--- config.mk ---
export PLATFORM = sky130hd
export DESIGN_NAME = vspfb_mod
export DESIGN_NICKNAME = d
export VERILOG_FILES = /design/src/rtl/vspfb_mod.sv
export SDC_FILE = /design/constraint.sdc
export NUM_CORES = 1
export LEC_CHECK = 0
export BUFFER_PORTS_ARGS = -buffer_cell sky130_fd_sc_hd__buf_2
export CAP_MARGIN = 15
export CORE_ASPECT_RATIO = 0.6
export CORE_UTILIZATION = 30
export CTS_CLUSTER_DIAMETER = 80
export CTS_CLUSTER_SIZE = 24
export DETAILED_ROUTE_END_ITERATION = 6
export GPL_TIMING_DRIVEN = 0
export SKIP_CTS_REPAIR_TIMING = 1
export SLEW_MARGIN = 10
export SYNTH_ARGS = -nofsm -noshare
export SYNTH_HDL_FRONTEND = slang
export SYNTH_SLANG_ARGS = --single-unit
--- constraint.sdc ---
create_clock -name clk -period 9.43 [get_ports clk]
set_clock_uncertainty 0.15 [all_clocks]
set_input_delay 0 -clock clk [delete_from_list [all_inputs] [get_ports clk]]
set_output_delay 0 -clock clk [all_outputs]
set_load 0.1 [all_outputs]
--- src/rtl/vspfb_mod.sv ---
// Bit-serial remainder test: one quotient bit per cycle over the 32-bit dividend.
module vspfb_mod (
  input  logic        clk,
  input  logic        rst,
  input  logic        start,
  input  logic [31:0] dividend,
  input  logic [20:0] divisor,
  output logic        done,
  output logic        is_zero
);
  logic [31:0] quo;
  logic [21:0] rem;
  logic [5:0]  cnt;
  logic        busy;
  logic [21:0] trial;

  assign trial = {rem[20:0], quo[31]} - {1'b0, divisor};

  always_ff @(posedge clk) begin
    if (rst) begin
      busy <= 1'b0;
      done <= 1'b0;
      cnt  <= '0;
    end else begin
      done <= 1'b0;
      if (start) begin
        busy <= 1'b1;
        cnt  <= 6'd32;
      end else if (busy) begin
        cnt <= cnt - 6'd1;
        if (cnt == 6'd1) begin
          busy <= 1'b0;
          done <= 1'b1;
        end
      end
    end
  end

  always_ff @(posedge clk) begin
    if (start) begin
      quo <= dividend;
      rem <= '0;
    end else if (busy) begin
      quo <= {quo[30:0], 1'b0};
      if (!trial[21]) rem <= trial;
      else rem <= {rem[20:0], quo[31]};
    end
  end

  assign is_zero = (rem == '0);
endmodule

== Word-level counts from Yosys, hierarchy flattened ==
Cells that the tools add are included.

* $add $sub $neg: 2
* Equal/unequal tests: 1
* Muxes and demuxes: 9
* Bitwise operators: 1
* Reduce and logical (&&, ||, !) cells: 4

{| class="wikitable"
|+ Operators with widths
! operator !! count
|-
| two-way mux 32 bit || 2
|-
| logical NOT 22 bit || 1
|-
| two-way mux 22 bit || 1
|-
| subtractor 22 x 21 -> 22 bit || 1
|-
| two-way mux 6 bit || 2
|-
| equality test 6 x 1 -> 1 bit, second input constant || 1
|-
| subtractor 6 x 1 -> 6 bit, second input constant || 1
|-
| two-way mux 1 bit || 4
|-
| OR reduction 3 bit || 1
|-
| nonzero test 2 bit || 1
|-
| OR reduction 2 bit || 1
|-
| inverter 1 bit || 1
|}

* Flip-flop bits (word level): 62
* Input port bits: 56
* Output and inout bits: 2
* Logic and storage cells: 23

== Depth between registers and ports, before layout ==
* Depth in word-level cells: 4
* Mapped depth: 17

== Worst setup path after synthesis ==
No wires, ideal clock.

* Kind: register to output
* From: register rem[3]
* To: output is_zero
* Data arrival time: 3.692 ns
* Slack: 5.588 ns
* Cell stages (with the launch flop): 3
* Buffers on the path: 0
* Cells stage by stage: dfxtp_1 > or4_1 > nor4_1

* Longest elaborated chain between the ends: 1

{| class="wikitable"
|+ RTL lines
! element !! RTL line !! RTL
|-
| from (decl) || 12 || <nowiki>logic [21:0] rem;</nowiki>
|-
| from (signal assigned) || 45 || <nowiki>if (!trial[21]) rem <= trial;</nowiki>
|-
| from (signal assigned) || 46 || <nowiki>else rem <= {rem[20:0], quo[31]};</nowiki>
|-
| logical NOT 22 bit || 50 || <nowiki>assign is_zero = (rem == '0);</nowiki>
|-
| to (decl) || 9 || <nowiki>output logic is_zero</nowiki>
|}

Every way passes these cells.

== Final worst setup path ==
* From: register rem[10]
* To: register rem[10]

* Longest elaborated chain between the ends: 2

{| class="wikitable"
|+ RTL lines
! element !! RTL line !! RTL
|-
| subtractor 22 x 21 -> 22 bit || 17 || <nowiki>assign trial = {rem[20:0], quo[31]} - {1'b0, divisor};</nowiki>
|-
| two-way mux 22 bit || 45 ||
|}

Every way passes these cells.
A chain may end at the register's enable or synchronous reset.

==> results.sh <==
export IMPL_outcome="completed"
export IMPL_drt_pass1_iter_count=4
export IMPL_area_growth_pct=29.2
export IMPL_cts_tree="built"
export IMPL_power_total_mw=0.861
export IMPL_core_area_mm2=0.0123
export IMPL_yosysTopAreaCell="edfxtp_1"
export IMPL_grtUsageTotal=0.146
export IMPL_drive_above_1_share=0.253
export IMPL_power_density_mw_per_mm2=172
export IMPL_ant_nets=0
export IMPL_initialDrtViolationCount=159
export IMPL_path_clk_slew_ps=50
export IMPL_clockBufferDepth=2
export IMPL_synth_seq_cells=62
export IMPL_synthTopCellsByArea="edfxtp_1 (25%), dfxtp_1 (16%), mux2_2 (9.3%)"
export IMPL_yosysSeqAreaShare=0.403
export IMPL_period_needed_ps=3930
export IMPL_cts_max_level=3
export IMPL_ys_warn_count=0
export IMPL_place_gp_congestion=0.823
export IMPL_tns_ps=0
export IMPL_reg2reg_from="rem[10]$_SDFFE_PP0P_"
export IMPL_drt_vias_per_instance=4.86
export IMPL_port_buffers=57
export IMPL_max_stage_delay_ps=550
export IMPL_stdcell_area_mm2=0.00500
export IMPL_grt_max_degree=33
export IMPL_rows=31
export IMPL_fin_nets=567
export IMPL_antenna_found_initial=0
export IMPL_setup_viol=0
export IMPL_rsz0062_at_grt="no"
export IMPL_min_period_over_period=0.417
export IMPL_fmax_ghz=0.254
export IMPL_start_kind="flip-flop"
export IMPL_vias=3188
export IMPL_fin_ws_ps=5500
export IMPL_clkSinkCount=62
export IMPL_power_leakage_nw=2.09
export IMPL_clock_latency_ps=330
export IMPL_synth_cell_types=57
export IMPL_die_w_um=149
export IMPL_min_path_type="in -> reg"
export IMPL_netlist_area_leader_share=0.248
export IMPL_grt_overflow_total=0
export IMPL_avgSynthCellArea_um2=10.1
export IMPL_ir_drop_mv=0.0837
export IMPL_startpoint="rem[10]$_SDFFE_PP0P_"
export IMPL_required_ps=9480
export IMPL_wl_per_cell_um=15.1
export IMPL_dpl_hpwl_um=7160
export IMPL_drv_cap=0
export IMPL_io_pins=58
export IMPL_drc=0
export IMPL_die_h_um=90.0
export IMPL_antenna_cells=0
export IMPL_synth_most_common_cell="nor2_1"
export IMPL_worst_pin_slew_ps=760
export IMPL_hold_ws_ps=19.2
export IMPL_synth_async_reset_ratio=0
export IMPL_die_area_mm2=0.0134
export IMPL_post_dp_cell_area_mm2=0.00436
export IMPL_arrival_ps=3980
export IMPL_path_cells="ha_1 > buf_4 > and3_2 > a221oi_1 > o221a_1 > o21ai_2 > nand3_2 > a21oi_1 > a211o_1 > ha_1 > clkbuf_8 > clkbuf_1 > nor3_1 > a2111oi_0"
export IMPL_yosys_most_used_dff="edfxtp_1"
export IMPL_min_delay_start="divisor[0]"
export IMPL_grt_pass1_vias=2889
export IMPL_grt_pass1_wl_um=15000
export IMPL_routed_wirelength_um=9900
export IMPL_cp_max_fo=10
export IMPL_cts_made_buffers=9
export IMPL_synthTopCellsByCount="nor2_1 (34), edfxtp_1 (32), mux2_2 (32)"
export IMPL_maxSlewViolCount=0
export IMPL_path_common_cell="ha_1"
export IMPL_pre_cts_ws_ps=5540
export IMPL_post_place_cells=607
export IMPL_final_util=0.407
export IMPL_syn_nets=466
export IMPL_finalHoldViolations=0
export IMPL_start_util=0.315
export IMPL_synth_edf_count=32
export IMPL_fin_cells=656
export IMPL_endpoint_kind="flip-flop"
export IMPL_netlist_instances=385
export IMPL_synthesis_area_mm2=0.00387
export IMPL_cts_root_buf="clkbuf_16"
export IMPL_slew_headroom=0.493
export IMPL_cp_slowest_cell="clkbuf_1"
export IMPL_crit_type="reg -> reg"
## worst max-delay path: cells and delay by family, from the launching register on
| family | cells | cell delay [ps] |
|---|---|---|
| adders and majority gates | 2 | 550 |
| DFF | 1 | 390 |
| AOI/OAI and AO/OA | 6 | 1420 |
| and+or+nand+nor | 3 | 420 |
| buffers and inverters | 3 | 870 |
## power by group
group / switching (mW) / internal (mW)
registers: 0.0145 / 0.312
logic: 0.0992 / 0.0898
clock network: 0.116 / 0.229
## final timing paths
kind / endpoint / slack, ps / cells after the start
setup / recovery: rem[10]$_SDFFE_PP0P_ / 5500 / 14
hold / removal: rem[0]$_SDFFE_PP0P_ / 20 / 5
setup reg to reg: rem[10]$_SDFFE_PP0P_ / 5500 / 14
hold reg to reg: cnt[0]$_SDFFE_PP0P_ / 370 / 2
## routing by layer
layer	track usage	vias up	part of all wire
met2	0.188	73	0.40
met5	0	-	0
li1	-	1599	-
met4	0.0361	0	0.010
met3	0.0437	11	0.055
met1	0.226	1505	0.53
## flip-flops by register name, summed over array words and instances (netlist names)
signal  flops
quo        32
cnt         6
done        1
rem        22
busy        1
## placed cells by master (no fill, tap or decap), types with 13 or more instances in the layout
cell | netlist | layout
a211oi_1 | 16 | 16
dlygate4sd3_1 | 0 | 33
nand2_1 | 20 | 20
a21oi_1 | 26 | 26
buf_2 | 0 | 57
dfxtp_1 | 30 | 30
nor2_1 | 34 | 34
mux2_2 | 32 | 32
ha_1 | 24 | 24
edfxtp_1 | 32 | 32
mux2i_1 | 13 | 13
inv_1 | 27 | 27
## layout make-up
| class | count | area (µm²) |
|---|---|---|
| flip-flops and latches | 62 | 1560 |
| clock inverters | 5 | 73.8 |
| repair buffers | 90 | 616 |
| well taps | 165 | 206 |
| clock buffers | 11 | 233 |
| multi-input cells | 277 | 2070 |
| inverters | 27 | 101 |
| plain buffers | 19 | 133 |
| fillers | 1172 | 7300 |
## kinds of logic after synthesis
group,count (synthesis),share of synthesized area
xor gates and xnor gates,20,0.0453
AOI/OAI and AO/OA,89,0.156
adders and majority gates,25,0.0828
muxes,46,0.130
and+or+nand+nor,97,0.123
buffers and inverters,46,0.0605
DFF,62,0.403
Note: power is estimated with default switching activity, not from simulation.
